$ cat config.mk
export PLATFORM = sky130hd
export DESIGN_NAME = forbidden_pattern_free_run_core_flat
export DESIGN_NICKNAME = d
export VERILOG_FILES = /design/src/hdl/fpf_pkg.sv /design/src/hdl/fpf_item_if.sv /design/src/hdl/fpf_result_if.sv /design/src/hdl/fpf_pat_mem.sv /design/src/hdl/fpf_match.sv /design/src/hdl/forbidden_pattern_free_run_core.sv /design/src/flat_wrapper.sv
export SDC_FILE = /design/constraint.sdc
export NUM_CORES = 2
export LEC_CHECK = 0
export BUFFER_PORTS_ARGS = -buffer_cell sky130_fd_sc_hd__buf_2
export CORE_UTILIZATION = 50
export DETAILED_ROUTE_END_ITERATION = 7
export PLACE_DENSITY = 0.65
export SYNTH_ARGS = -nofsm -noshare
export SYNTH_HDL_FRONTEND = slang
export SYNTH_SLANG_ARGS = --single-unit
export TNS_END_PERCENT = 5
$ cat constraint.sdc
create_clock -name clk -period 15.15 [get_ports clk]
set_input_delay 3.03 -clock clk [delete_from_list [all_inputs] [get_ports clk]]
set_output_delay 3.03 -clock clk [all_outputs]
set_load 0.1 [all_outputs]
$ cat src/hdl/fpf_pkg.sv
package fpf_pkg;

	localparam int LETTER_W        = 5;
	localparam int MAX_PATTERN_LEN = 10;
	localparam int LEN_W           = 4;
	localparam int LETTERS_W       = LETTER_W * MAX_PATTERN_LEN;
	localparam int RUN_W           = 17;
	localparam int SLOT_W          = 6;
	localparam int CFG_W           = 7;

	typedef logic [LETTER_W-1:0]  letter_t;
	typedef logic [LEN_W-1:0]     len_t;
	typedef logic [LETTERS_W-1:0] letters_t;
	typedef logic [RUN_W-1:0]     run_t;
	typedef logic [MAX_PATTERN_LEN-1:0][LETTER_W-1:0] hist_t;

	localparam run_t MAX_WORD = RUN_W'(65536);

	localparam logic OP_LOAD   = 1'b0;
	localparam logic OP_LETTER = 1'b1;

	typedef struct packed {
		len_t     len;
		letters_t letters;
	} pat_entry_t;

	typedef struct packed {
		logic hit;
		run_t new_start;
	} match_t;

endpackage

$ cat src/hdl/fpf_item_if.sv
interface fpf_item_if;
	logic                      valid;
	logic                      ready;
	logic                      opcode;
	logic [fpf_pkg::SLOT_W-1:0] slot;
	fpf_pkg::len_t             pattern_length;
	fpf_pkg::letters_t         pattern_letters;
	fpf_pkg::letter_t          letter;
	logic                      end_of_word;

	modport source (
		output valid, opcode, slot, pattern_length, pattern_letters, letter, end_of_word,
		input  ready
	);
	modport sink (
		input  valid, opcode, slot, pattern_length, pattern_letters, letter, end_of_word,
		output ready
	);
endinterface

$ cat src/hdl/fpf_result_if.sv
interface fpf_result_if;
	logic          valid;
	logic          ready;
	fpf_pkg::run_t run_length;
	fpf_pkg::run_t best_length;
	logic          word_done;

	modport source (
		output valid, run_length, best_length, word_done,
		input  ready
	);
	modport sink (
		input  valid, run_length, best_length, word_done,
		output ready
	);
endinterface

$ cat src/hdl/fpf_pat_mem.sv
module fpf_pat_mem #(
	parameter int DEPTH = 64,
	parameter int AW    = 6
) (
	input  logic                clk,
	input  logic                we,
	input  logic [AW-1:0]       waddr,
	input  fpf_pkg::pat_entry_t wdata,
	input  logic                re,
	input  logic [AW-1:0]       raddr,
	output fpf_pkg::pat_entry_t rdata
);

	fpf_pkg::pat_entry_t mem_q [DEPTH];
	fpf_pkg::pat_entry_t rdata_q;

	always_ff @(posedge clk) begin
		if (we) begin
			mem_q[waddr] <= wdata;
		end
	end

	always_ff @(posedge clk) begin
		if (re) begin
			rdata_q <= mem_q[raddr];
		end
	end

	assign rdata = rdata_q;

endmodule

$ cat src/hdl/fpf_match.sv
module fpf_match (
	input  fpf_pkg::pat_entry_t entry,
	input  fpf_pkg::hist_t      hist,
	input  fpf_pkg::run_t       pos,
	output fpf_pkg::match_t     res
);

	always_comb begin
		logic                       len_ok;
		logic                       eq;
		logic [fpf_pkg::LEN_W-1:0] k;
		len_ok = (entry.len != '0)
			&& (entry.len <= fpf_pkg::LEN_W'(fpf_pkg::MAX_PATTERN_LEN))
			&& (pos >= fpf_pkg::RUN_W'(entry.len));
		eq = 1'b1;
		for (int j = 0; j < fpf_pkg::MAX_PATTERN_LEN; j++) begin
			k = entry.len - fpf_pkg::LEN_W'(j + 1);
			if (len_ok && (fpf_pkg::LEN_W'(j) < entry.len)) begin
				if (hist[k] != entry.letters[j*fpf_pkg::LETTER_W +: fpf_pkg::LETTER_W]) begin
					eq = 1'b0;
				end
			end
		end
		res.hit       = len_ok && eq;
		res.new_start = pos - fpf_pkg::RUN_W'(entry.len) + fpf_pkg::RUN_W'(1);
	end

endmodule

$ cat src/hdl/forbidden_pattern_free_run_core.sv
// channel   direction  role
// item      in         pattern load or one word letter
// result    out        run and best length per letter
// cfg       in         active pattern count, write only
//
// a load is written while idle and the core stays idle; a letter goes idle, scan, fin, idle,
// scan reading n pattern slots, n being the active count capped at PATTERNS (none when zero)
// scan makes one pattern memory read per slot, and the read data is registered before matching
// arst_n clears word state, history and the count; the pattern memory is not cleared
// a finished result waits in the output register while the next request is taken;
// a letter that finds the output still full waits in its final cycle and blocks loads
module forbidden_pattern_free_run_core #(
	parameter int PATTERNS = 64
) (
	input  logic                      clk,
	input  logic                      arst_n,
	input  logic                      cfg_we,
	input  logic [fpf_pkg::CFG_W-1:0] cfg_wdata,
	fpf_item_if.sink                  item,
	fpf_result_if.source              result
);

	localparam int AW = (PATTERNS > 1) ? $clog2(PATTERNS) : 1;
	localparam int CW = ($clog2(PATTERNS + 1) > fpf_pkg::CFG_W) ?
		$clog2(PATTERNS + 1) : fpf_pkg::CFG_W;
	localparam logic [CW-1:0] DEPTH_C = CW'(PATTERNS);

	typedef enum logic [2:0] {
		S_IDLE = 3'b001,
		S_SCAN = 3'b010,
		S_FIN  = 3'b100
	} state_t;

	state_t                    state_q;
	logic [fpf_pkg::CFG_W-1:0] active_q;
	fpf_pkg::hist_t            hist_q;
	fpf_pkg::run_t             pos_q;
	fpf_pkg::run_t             ws_q;
	fpf_pkg::run_t             best_q;
	logic                      eow_q;
	logic [CW-1:0]             idx_q;
	logic [CW-1:0]             cnt_q;
	logic                      rd_vld_s1;
	logic                      out_vld_q;
	fpf_pkg::run_t             run_q;
	fpf_pkg::run_t             best_out_q;
	logic                      done_q;

	logic                item_fire;
	logic                letter_fire;
	logic [CW-1:0]       slot_ext;
	logic [CW-1:0]       active_ext;
	logic [CW-1:0]       cnt_d;
	logic                mem_we;
	logic                rd_en;
	logic                fin_fire;
	fpf_pkg::run_t       run_d;
	fpf_pkg::run_t       best_d;
	fpf_pkg::pat_entry_t wr_entry;
	fpf_pkg::pat_entry_t rd_entry;
	fpf_pkg::match_t     match;

	assign item.ready  = (state_q == S_IDLE);
	assign item_fire   = item.valid && item.ready;
	assign letter_fire = item_fire && (item.opcode == fpf_pkg::OP_LETTER);
	assign slot_ext    = CW'(item.slot);
	assign active_ext  = CW'(active_q);
	assign cnt_d       = (active_ext > DEPTH_C) ? DEPTH_C : active_ext;
	assign mem_we      = item_fire && (item.opcode == fpf_pkg::OP_LOAD) && (slot_ext < DEPTH_C);
	assign rd_en       = (state_q == S_SCAN) && (idx_q != cnt_q);
	assign fin_fire    = (state_q == S_FIN) && (!out_vld_q || result.ready);
	assign run_d       = pos_q - ws_q;
	assign best_d      = (run_d > best_q) ? run_d : best_q;

	assign wr_entry.len     = item.pattern_length;
	assign wr_entry.letters = item.pattern_letters;

	fpf_pat_mem #(
		.DEPTH (PATTERNS),
		.AW    (AW)
	) u_mem (
		.clk   (clk),
		.we    (mem_we),
		.waddr (slot_ext[AW-1:0]),
		.wdata (wr_entry),
		.re    (rd_en),
		.raddr (idx_q[AW-1:0]),
		.rdata (rd_entry)
	);

	fpf_match u_match (
		.entry (rd_entry),
		.hist  (hist_q),
		.pos   (pos_q),
		.res   (match)
	);

	always_ff @(posedge clk or negedge arst_n) begin
		if (!arst_n) begin
			active_q <= '0;
		end else if (cfg_we) begin
			active_q <= cfg_wdata;
		end
	end

	always_ff @(posedge clk or negedge arst_n) begin
		if (!arst_n) begin
			state_q   <= S_IDLE;
			hist_q    <= '0;
			pos_q     <= '0;
			ws_q      <= '0;
			best_q    <= '0;
			eow_q     <= 1'b0;
			idx_q     <= '0;
			cnt_q     <= '0;
			rd_vld_s1 <= 1'b0;
		end else begin
			rd_vld_s1 <= rd_en;
			case (state_q)
				S_IDLE: begin
					if (letter_fire) begin
						hist_q  <= {hist_q[fpf_pkg::MAX_PATTERN_LEN-2:0], item.letter};
						pos_q   <= (pos_q == fpf_pkg::MAX_WORD) ? pos_q : pos_q + fpf_pkg::RUN_W'(1);
						eow_q   <= item.end_of_word;
						idx_q   <= '0;
						cnt_q   <= cnt_d;
						state_q <= S_SCAN;
					end
				end
				S_SCAN: begin
					if (rd_en) begin
						idx_q <= idx_q + CW'(1);
					end
					if (rd_vld_s1 && match.hit && (match.new_start > ws_q)) begin
						ws_q <= match.new_start;
					end
					if (!rd_en && !rd_vld_s1) begin
						state_q <= S_FIN;
					end
				end
				S_FIN: begin
					if (fin_fire) begin
						if (eow_q) begin
							hist_q <= '0;
							pos_q  <= '0;
							ws_q   <= '0;
							best_q <= '0;
						end else begin
							best_q <= best_d;
						end
						state_q <= S_IDLE;
					end
				end
				default: begin
					state_q <= S_IDLE;
				end
			endcase
		end
	end

	// output register
	always_ff @(posedge clk or negedge arst_n) begin
		if (!arst_n) begin
			out_vld_q <= 1'b0;
		end else if (fin_fire) begin
			out_vld_q <= 1'b1;
		end else if (result.ready) begin
			out_vld_q <= 1'b0;
		end
	end

	always_ff @(posedge clk) begin
		if (fin_fire) begin
			run_q      <= run_d;
			best_out_q <= best_d;
			done_q     <= eow_q;
		end
	end

	assign result.valid       = out_vld_q;
	assign result.run_length  = run_q;
	assign result.best_length = best_out_q;
	assign result.word_done   = done_q;

endmodule

$ cat src/flat_wrapper.sv
// flat-port wrapper written by rule: the top's interface ports become plain ports
module forbidden_pattern_free_run_core_flat 
#(
	parameter int PATTERNS = 64
)
  (clk, arst_n, cfg_we, cfg_wdata, item_valid, item_opcode, item_slot, item_pattern_length, item_pattern_letters, item_letter, item_end_of_word, item_ready, result_valid, result_run_length, result_best_length, result_word_done, result_ready);
  fpf_item_if item_i ();
  fpf_result_if result_i ();
  input  logic clk;
  input  logic arst_n;
  input  logic cfg_we;
  input  logic [fpf_pkg::CFG_W-1:0] cfg_wdata;
  input wire logic [$bits(item_i.valid)-1:0] item_valid;
  input wire logic [$bits(item_i.opcode)-1:0] item_opcode;
  input wire logic [$bits(item_i.slot)-1:0] item_slot;
  input wire logic [$bits(item_i.pattern_length)-1:0] item_pattern_length;
  input wire logic [$bits(item_i.pattern_letters)-1:0] item_pattern_letters;
  input wire logic [$bits(item_i.letter)-1:0] item_letter;
  input wire logic [$bits(item_i.end_of_word)-1:0] item_end_of_word;
  output wire logic [$bits(item_i.ready)-1:0] item_ready;
  output wire logic [$bits(result_i.valid)-1:0] result_valid;
  output wire logic [$bits(result_i.run_length)-1:0] result_run_length;
  output wire logic [$bits(result_i.best_length)-1:0] result_best_length;
  output wire logic [$bits(result_i.word_done)-1:0] result_word_done;
  input wire logic [$bits(result_i.ready)-1:0] result_ready;
  assign item_i.valid = item_valid;
  assign item_i.opcode = item_opcode;
  assign item_i.slot = item_slot;
  assign item_i.pattern_length = item_pattern_length;
  assign item_i.pattern_letters = item_pattern_letters;
  assign item_i.letter = item_letter;
  assign item_i.end_of_word = item_end_of_word;
  assign item_ready = item_i.ready;
  assign result_valid = result_i.valid;
  assign result_run_length = result_i.run_length;
  assign result_best_length = result_i.best_length;
  assign result_word_done = result_i.word_done;
  assign result_i.ready = result_ready;
  forbidden_pattern_free_run_core #(.PATTERNS(PATTERNS)) u_core (.clk(clk), .arst_n(arst_n), .cfg_we(cfg_we), .cfg_wdata(cfg_wdata), .item(item_i), .result(result_i));
endmodule
After elaboration in Yosys (flattened, before gate mapping) --
Memories as Yosys holds them, arrays and structs flattened. A register that Yosys moved wholly into a read port is not among the register bits. Index checks and enable logic that the tools add are counted.
Storage, ports and cells: register bits 163, bits in writable memories 3456, bits of input ports 79, logic and storage cells 191, memories 1
Cells by class: $add $sub $neg 15, magnitude comparators 26, equal/unequal tests 22, multiplexer cells 65, bitwise gates (word level) 1, reduce and logical (&&, ||, !) cells 38
Memories:
- u_core.u_mem.mem_q | words 64, width 54, rd ports 1, clocked after Yosys merged registers in 1, wr ports 1, RTL line fpf_pat_mem.sv:14 | fpf_pkg::pat_entry_t mem_q [DEPTH];
Operators with widths (count):
- $bmux W5 S4 | 10
- $mux W50 | 3
- $mux W17 | 7
- $pmux W50 S2 | 1
- $pmux W17 S2 | 2
- $lt A4 B5 Y1 const B | 10
- $mux W5 | 10
- $ne A5 B5 Y1 | 10
- $add A17 B1 Y17 const B | 2
- $gt A17 B17 Y1 | 2
- $mux W1 | 24
- $logic_and A1 B1 Y1 | 22
- $mux W7 | 3
- $eq A17 B17 Y1 const B | 1
- $ge A17 B4 Y1 | 1
- $sub A17 B17 Y17 | 1
- $sub A17 B4 Y17 | 1
- $lt A3 B4 Y1 const A | 4
- $sub A4 B3 Y4 const B | 4
- $pmux W7 S2 | 1
- $sub A4 B4 Y4 const B | 3
- $mux W3 | 3
- $pmux W3 S3 | 1
- $lt A1 B4 Y1 const A | 2
- 23 further kinds | 39

Longest topological paths before layout --
depth in word-level cells 29, depth in mapped cells 28, gate-level depth less buffers 24

Cells and area by module --
From an unflattened synthesis, not the netlist that was laid out.
Unflattened totals: cells, all modules 6888, area, all modules 145643.4 sq um
By module, submodules not included:
- fpf_pat_mem | instances 1, cells an instance 5494, area each 132687.3 sq um, sequential area each 105401.1 sq um
- forbidden_pattern_free_run_core | instances 1, cells an instance 845, area each 8379.3 sq um, sequential area each 4255.3 sq um
- fpf_match | instances 1, cells an instance 549, area each 4576.9 sq um, sequential area each 0.0 sq um

Worst setup path before layout --
OpenSTA, ideal clock, no wires.
path kind input to register, from input port item_slot[5], to memory u_core.u_mem.mem_q[38][0] (netlist name) (enable), setup time 0.466 ns, data arrival time 6.139 ns, path slack 8.545 ns, stages on the path 4, cell sequence clkbuf_1 -> or3b_2 -> clkbuf_1 -> nor2_1
Between the ends: word-level cells in the longest chain between the ends 4
Ends and longest elaborated chain:
- start: declaration | RTL line flat_wrapper.sv:15 | input wire logic [$bits(item_i.slot)-1:0] item_slot;
- $lt A6 B7 Y1 | RTL line forbidden_pattern_free_run_core.sv:69 | assign mem_we = item_fire && (item.opcode == fpf_pkg::OP_LOAD) && (slot_ext < DEPTH_C);
- $logic_and A1 B1 Y1 | RTL line forbidden_pattern_free_run_core.sv:69
- $mux W1 | RTL line fpf_pat_mem.sv:18 | if (we) begin
- $mux W1 (not written as such) | RTL line fpf_pat_mem.sv:19 | mem_q[waddr] <= wdata;
- end: declaration | RTL line fpf_pat_mem.sv:14
Parallel ways exist; a longest one is shown, timed or not.

Final worst setup path --
from register u_core.u_mem.rdata[51] (netlist name), to register u_core.ws_q[14]
Between the ends: word-level cells in the longest chain between the ends 29, elaborated cells on any way between the ends 95, those cells by class 12 x add/sub; 13 x order compare; 11 x eq/ne; 42 x mux; 17 x reduce/logical
Ends and longest elaborated chain:
- $sub A4 B1 Y4 | RTL line fpf_match.sv:17 | k = entry.len - fpf_pkg::LEN_W'(j + 1);
- $bmux W5 S4 | RTL line fpf_match.sv:19 | if (hist[k] != entry.letters[j*fpf_pkg::LETTER_W +: fpf_pkg::LETTER_W]) begin
- $mux W5 (not written as such) | RTL line fpf_match.sv:19
- $ne A5 B5 Y1 | RTL line fpf_match.sv:19
- $mux W1 | RTL line fpf_match.sv:19
- $mux W1 | RTL line fpf_match.sv:18 | if (len_ok && (fpf_pkg::LEN_W'(j) < entry.len)) begin
- $mux W1 | RTL line fpf_match.sv:19
- $mux W1 | RTL line fpf_match.sv:18
- [12 not listed]
- $mux W1 | RTL line fpf_match.sv:19
- $mux W1 | RTL line fpf_match.sv:18
- $mux W1 | RTL line fpf_match.sv:19
- $mux W1 | RTL line fpf_match.sv:18
- $logic_and A1 B1 Y1 | RTL line fpf_match.sv:24 | res.hit = len_ok && eq;
- $logic_and A1 B1 Y1 (2 in a row) | RTL line forbidden_pattern_free_run_core.sv:134 | if (rd_vld_s1 && match.hit && (match.new_start > ws_q)) begin
- $ne A2 B2 Y1 (no source line)
- $reduce_and A4 Y1 (no source line)
- end signal: assignment | RTL line forbidden_pattern_free_run_core.sv:135 | ws_q <= match.new_start;
- end: declaration | RTL line forbidden_pattern_free_run_core.sv:38 | fpf_pkg::run_t ws_q;
Parallel ways exist; a longest one is shown, timed or not. The select of a mux whose other input is x is not followed. A chain may end at the register's enable or synchronous reset.

==> out/qor_table.md <==
| Metric | Reported |
|:---|:---|
| Max-Slew Margin vs Limit | 0.124 |
| Share of layout cells above drive strength 1 | 0.305 |
| Core area | 288000 um^2 |
| Clock transition at path regs | 60 ps |
| Initial antenna violation count | 39 |
| Vertical die dimension | 541 um |
| TritonCTS clock tree | built |
| Total Die Area | 292000 um^2 |
| Max frequency | 0.143 GHz |
| Reg area | 110000 um^2 |
| Vias | 69700 |
| Site Rows | 197 |
| Sort of element at the end of the critical path | flip-flop |
| Final Skew | 66.1 ps |
| Kind of critical path | flip-flop to flip-flop |
| Maximum number of pins on one net before global-route repair | 138 |
| Routed length per instance | 35.0 um |
| Setup slack, reg-to-reg | 8170 ps |
| Setup_tns | 0 ps |
| Count of fill cells added during filler insertion | 20800 |
| Final hold violation count | 0 |
| Maximum level of the CTS H-tree | 5 |
| Clk Tree Root Cell | sky130_fd_sc_hd__clkbuf_16 |
| Syn Nets | 6543 |
| Post-cts sizing count | 0 |
| Total Power Consumption | 26.9 mW |
| Cell Area, Synth | 145000 um^2 |
| Setup repair after global routing missed its margin | no |
| Post-synth EDFFs | 3545 |
| Cell Count Post-Placement | 10100 |
| Die Span X | 541 um |
| Worst IR drop on VDD | 0.113 mV |
| Post-synth top flop | sky130_fd_sc_hd__edfxtp_1 |
| Boundary pin count | 116 |
| Starting Density | 0.503 |
| Via count of the first global-routing pass | 69200 |
| Global-route wire length before repair | 532 mm |
| Source-to-sink clock delay at the later pin of the worst-skew pair | 980 ps |
| Synth Register Bits | 3673 |
| Number of detailed-routing iterations run before antenna repair | 6 |
| Multi-input gate area in the final layout | 34400 um^2 |
| Min-Delay Startpoint | u_core.cnt_q[0]$_DFFE_PN0P_ |
| Transition time of the tightest slew-check pin | 1310 ps |
| Overall routing resource usage | 0.259 |
| Setup slack at placement | 8120 ps |
| Final setup violation count | 0 |
| Power density over cell area | 165 nW/um^2 |
| Placer Congestion | 0.887 |
| Maximum clock insertion buffer count | 4 |
| Fin. max-slew vios | 0 |
| Synth unique cells | 76 |
| Share of the cycle needed by the critical path after routing | 0.461 |
| Seq/Total Area, Yosys | 0.756 |
| Crit Path Max Fanout | 45 |
| Total grt overflow | 0 |
| Post-CTS repair timing setup buffer count | 0 |
| Count of hold buffers inserted by post-cts repair | 0 |
| Maxcap violations | 0 |
| CTS Sinks | 3673 |
| Share of flip-flops with an asynchronous set or reset after synthesis | 0.0348 |
| Area added between synthesis and finish | 12.5% |
| Count of unresolved DRC violations after routing | 0 |
| Drt total wl | 378 mm |
| Worst min-delay path class | flip-flop to flip-flop |
| Hold Path Cell Cnt | 2 |
| Outcome | completed |
| Post-DR vias/cell | 6.46 |
| R2r endpoint | u_core.ws_q[14]$_DFFE_PN0P_ |
| Number of standard cells after synthesis | 6349 |
| Post-DRT Antenna Nets | 0 |
| Final core area utilization | 0.566 |
| Synth warn | 0 |
| Final HPWL DP | 216 mm |
| Startpoint of the most critical register-to-register path | u_core.u_mem.rdata[51]$_DFFE_PP_ |
| Final Non-Filler Cells | 10800 |
| Final-stage net count | 6901 |
| Leakage power | 50.8 nW |
| Sink of the worst hold path | u_core.cnt_q[0]$_DFFE_PN0P_ |
| Post-layout min period | 6980 ps |
| Count of buffers inserted at the top-level ports | 115 |
| Critical path launch point type | flip-flop |
| Worst EP required | 15940 ps |
| Worst EP arrival | 7770 ps |
| Number of DRC violations after detailed-routing iteration 0 | 9727 |
| Final Worst Setup Slack | 8170 ps |
| Number of CTS-inserted buffers | 372 |
| Worst Reg-to-Reg Cells | 23 |
| Mean instance size in the synthesized netlist | 22.9 um^2 |
[routing by layer]
metal | wire [um] | part of all wire | GRT usage
met1 | 151000 | 0.40 | 0.378
met2 | 180000 | 0.48 | 0.403
met3 | 36400 | 0.096 | 0.0494
met4 | 10500 | 0.028 | 0.0748
met5 | 51 | 0.00013 | 0
[cell type report]
cell class | instances | share of cell area
multi-input cells | 2273 | 0.211
repair buffers | 307 | 0.0127
clock buffers | 449 | 0.0591
flip-flops and latches | 3673 | 0.672
clock inverters | 224 | 0.0145
inverters | 80 | 0.00184
diodes | 15 | 0.000230
well taps | 3781 | 0.0290
[metrics by stage]
| stage | cell area [um^2] | hold WS, ps |
|---|---|---|
| 2_1_floorplan | 145000 | 458 |
| 3_3_place_gp | 151000 | 478 |
| 3_5_place_dp | 151000 | 483 |
| 4_1_cts | 163000 | 496 |
| 5_1_grt | 163000 | 510 |
| 6_report | 163000 | 491 |
[report_power, final]
group | internal [mW] | total (mW) | switching [mW]
Clock | 5.16 | 9.07 | 3.90
Sequential | 11.3 | 11.6 | 0.245
Combinational | 2.84 | 6.24 | 3.40
Total | 19.3 | 26.9 | 7.55
[synthesized netlist by cell type, drive strengths merged (3+ instances only)]
cell / instances / area share
a211oi: 7 / 0.00036
a21boi: 6 / 0.00031
a21o: 14 / 0.00072
a21oi: 64 / 0.0022
a22o: 17 / 0.0010
a22oi: 3 / 0.00016
a31oi: 18 / 0.00078
a32o: 3 / 0.00021
a32oi: 3 / 0.00018
and2: 3 / 0.00013
and3: 10 / 0.00043
and4: 4 / 0.00024
buf: 102 / 0.0030
clkbuf: 221 / 0.0057
dfrtp: 127 / 0.022
edfxtp: 3545 / 0.73
ha: 113 / 0.0097
inv: 78 / 0.0020
mux2: 51 / 0.0042
mux2i: 38 / 0.0026
mux4: 1170 / 0.18
nand2: 204 / 0.0053
nand3: 88 / 0.0030
nand3b: 14 / 0.00072
nand4: 18 / 0.00088
nor2: 145 / 0.0038
nor2b: 13 / 0.00056
nor3: 19 / 0.00066
nor3b: 5 / 0.00026
nor4: 7 / 0.00030
o2111ai: 5 / 0.00030
o21a: 11 / 0.00057
o21ai: 38 / 0.0013
o21bai: 8 / 0.00041
o22ai: 13 / 0.00056
o31ai: 5 / 0.00026
or2: 5 / 0.00022
or3: 7 / 0.00030
or4: 3 / 0.00016
xnor2: 67 / 0.0041
xor2: 45 / 0.0028
[worst max path at each step]
stage | slack (ps) | cells after the start | to | start
2_1_floorplan | 8540 | 4 | u_core.u_mem.mem_q[38][0]$_DFFE_PP_ | item_slot[5]
3_3_place_gp | 8040 | 6 | u_core.u_mem.mem_q[7][22]$_DFFE_PP_ | item_valid
3_5_place_dp | 8120 | 6 | u_core.u_mem.mem_q[7][17]$_DFFE_PP_ | item_valid
4_1_cts | 8170 | 23 | u_core.ws_q[15]$_DFFE_PN0P_ | u_core.u_mem.rdata[51]$_DFFE_PP_
5_1_grt | 7660 | 23 | u_core.ws_q[14]$_DFFE_PN0P_ | u_core.u_mem.rdata[51]$_DFFE_PP_
6_report | 8170 | 23 | u_core.ws_q[14]$_DFFE_PN0P_ | u_core.u_mem.rdata[51]$_DFFE_PP_
[flip-flops by register name (all words and copies together) (netlist names), 3 cells and up]
signal,flops
u_core.active_ext,7
u_core.best_q,17
u_core.cnt_q,7
u_core.hist_q,50
u_core.idx_q,7
u_core.pos_q,17
u_core.result.best_length,17
u_core.result.run_length,17
u_core.state_q,3
u_core.u_mem.mem_q,3456
u_core.u_mem.rdata,54
u_core.ws_q,17
[cell families after synthesis]
group,synth area share
buffers and inverters,0.0108
adders and majority gates,0.0100
and+or+nand+nor,0.0173
DFF,0.756
AOI/OAI and AO/OA,0.0107
xor gates and xnor gates,0.00692
muxes,0.188
[cell usage in the layout, fill, tap and decap left out, types with 8 or more instances in the layout]
cell and count:
sky130_fd_sc_hd__edfxtp_1 3545, sky130_fd_sc_hd__mux4_2 1170, sky130_fd_sc_hd__clkbuf_16 374, sky130_fd_sc_hd__nand2_1 203
sky130_fd_sc_hd__buf_4 188, sky130_fd_sc_hd__dfrtp_1 121, sky130_fd_sc_hd__buf_2 114, sky130_fd_sc_hd__ha_1 113
sky130_fd_sc_hd__nand3_1 88, sky130_fd_sc_hd__nor2_1 80, sky130_fd_sc_hd__inv_1 78, sky130_fd_sc_hd__clkinv_1 76
sky130_fd_sc_hd__clkbuf_1 75, sky130_fd_sc_hd__clkinv_2 69, sky130_fd_sc_hd__xnor2_1 65, sky130_fd_sc_hd__nor2_4 65
sky130_fd_sc_hd__a21oi_1 63, sky130_fd_sc_hd__xor2_1 44, sky130_fd_sc_hd__mux2_2 40, sky130_fd_sc_hd__mux2i_1 38
sky130_fd_sc_hd__o21ai_0 37, sky130_fd_sc_hd__bufinv_16 35, sky130_fd_sc_hd__nor3_1 19, sky130_fd_sc_hd__a31oi_1 18
sky130_fd_sc_hd__clkinvlp_4 18, sky130_fd_sc_hd__nand4_1 17, sky130_fd_sc_hd__a22o_1 17, sky130_fd_sc_hd__diode_2 15
sky130_fd_sc_hd__a21o_1 14, sky130_fd_sc_hd__nand3b_1 14, sky130_fd_sc_hd__o22ai_1 13, sky130_fd_sc_hd__nor2b_1 12
sky130_fd_sc_hd__o21a_1 11, sky130_fd_sc_hd__clkinv_16 10, sky130_fd_sc_hd__and3_1 9, sky130_fd_sc_hd__mux2_4 9
sky130_fd_sc_hd__o21bai_1 8, sky130_fd_sc_hd__clkinv_8 8
[critical path, stage by stage (launching register included)]
cell and delay [ps]:
sky130_fd_sc_hd__edfxtp_1 330, sky130_fd_sc_hd__buf_4 490, sky130_fd_sc_hd__inv_1 510, sky130_fd_sc_hd__ha_1 470, sky130_fd_sc_hd__inv_1 80, sky130_fd_sc_hd__ha_1 220, sky130_fd_sc_hd__a21o_1 180, sky130_fd_sc_hd__a21oi_1 220
sky130_fd_sc_hd__o21bai_1 120, sky130_fd_sc_hd__a221oi_1 350, sky130_fd_sc_hd__o21ai_0 170, sky130_fd_sc_hd__a2111oi_0 460, sky130_fd_sc_hd__nor3_1 200, sky130_fd_sc_hd__a311o_1 330, sky130_fd_sc_hd__xnor2_1 160, sky130_fd_sc_hd__ha_1 300
sky130_fd_sc_hd__and4_1 230, sky130_fd_sc_hd__nand3_1 110, sky130_fd_sc_hd__o41ai_1 430, sky130_fd_sc_hd__o2111ai_1 170, sky130_fd_sc_hd__nor4_1 230, sky130_fd_sc_hd__and4_1 280, sky130_fd_sc_hd__nand4_4 370, sky130_fd_sc_hd__mux2_4 420
Power figures use the tool's default switching activity.
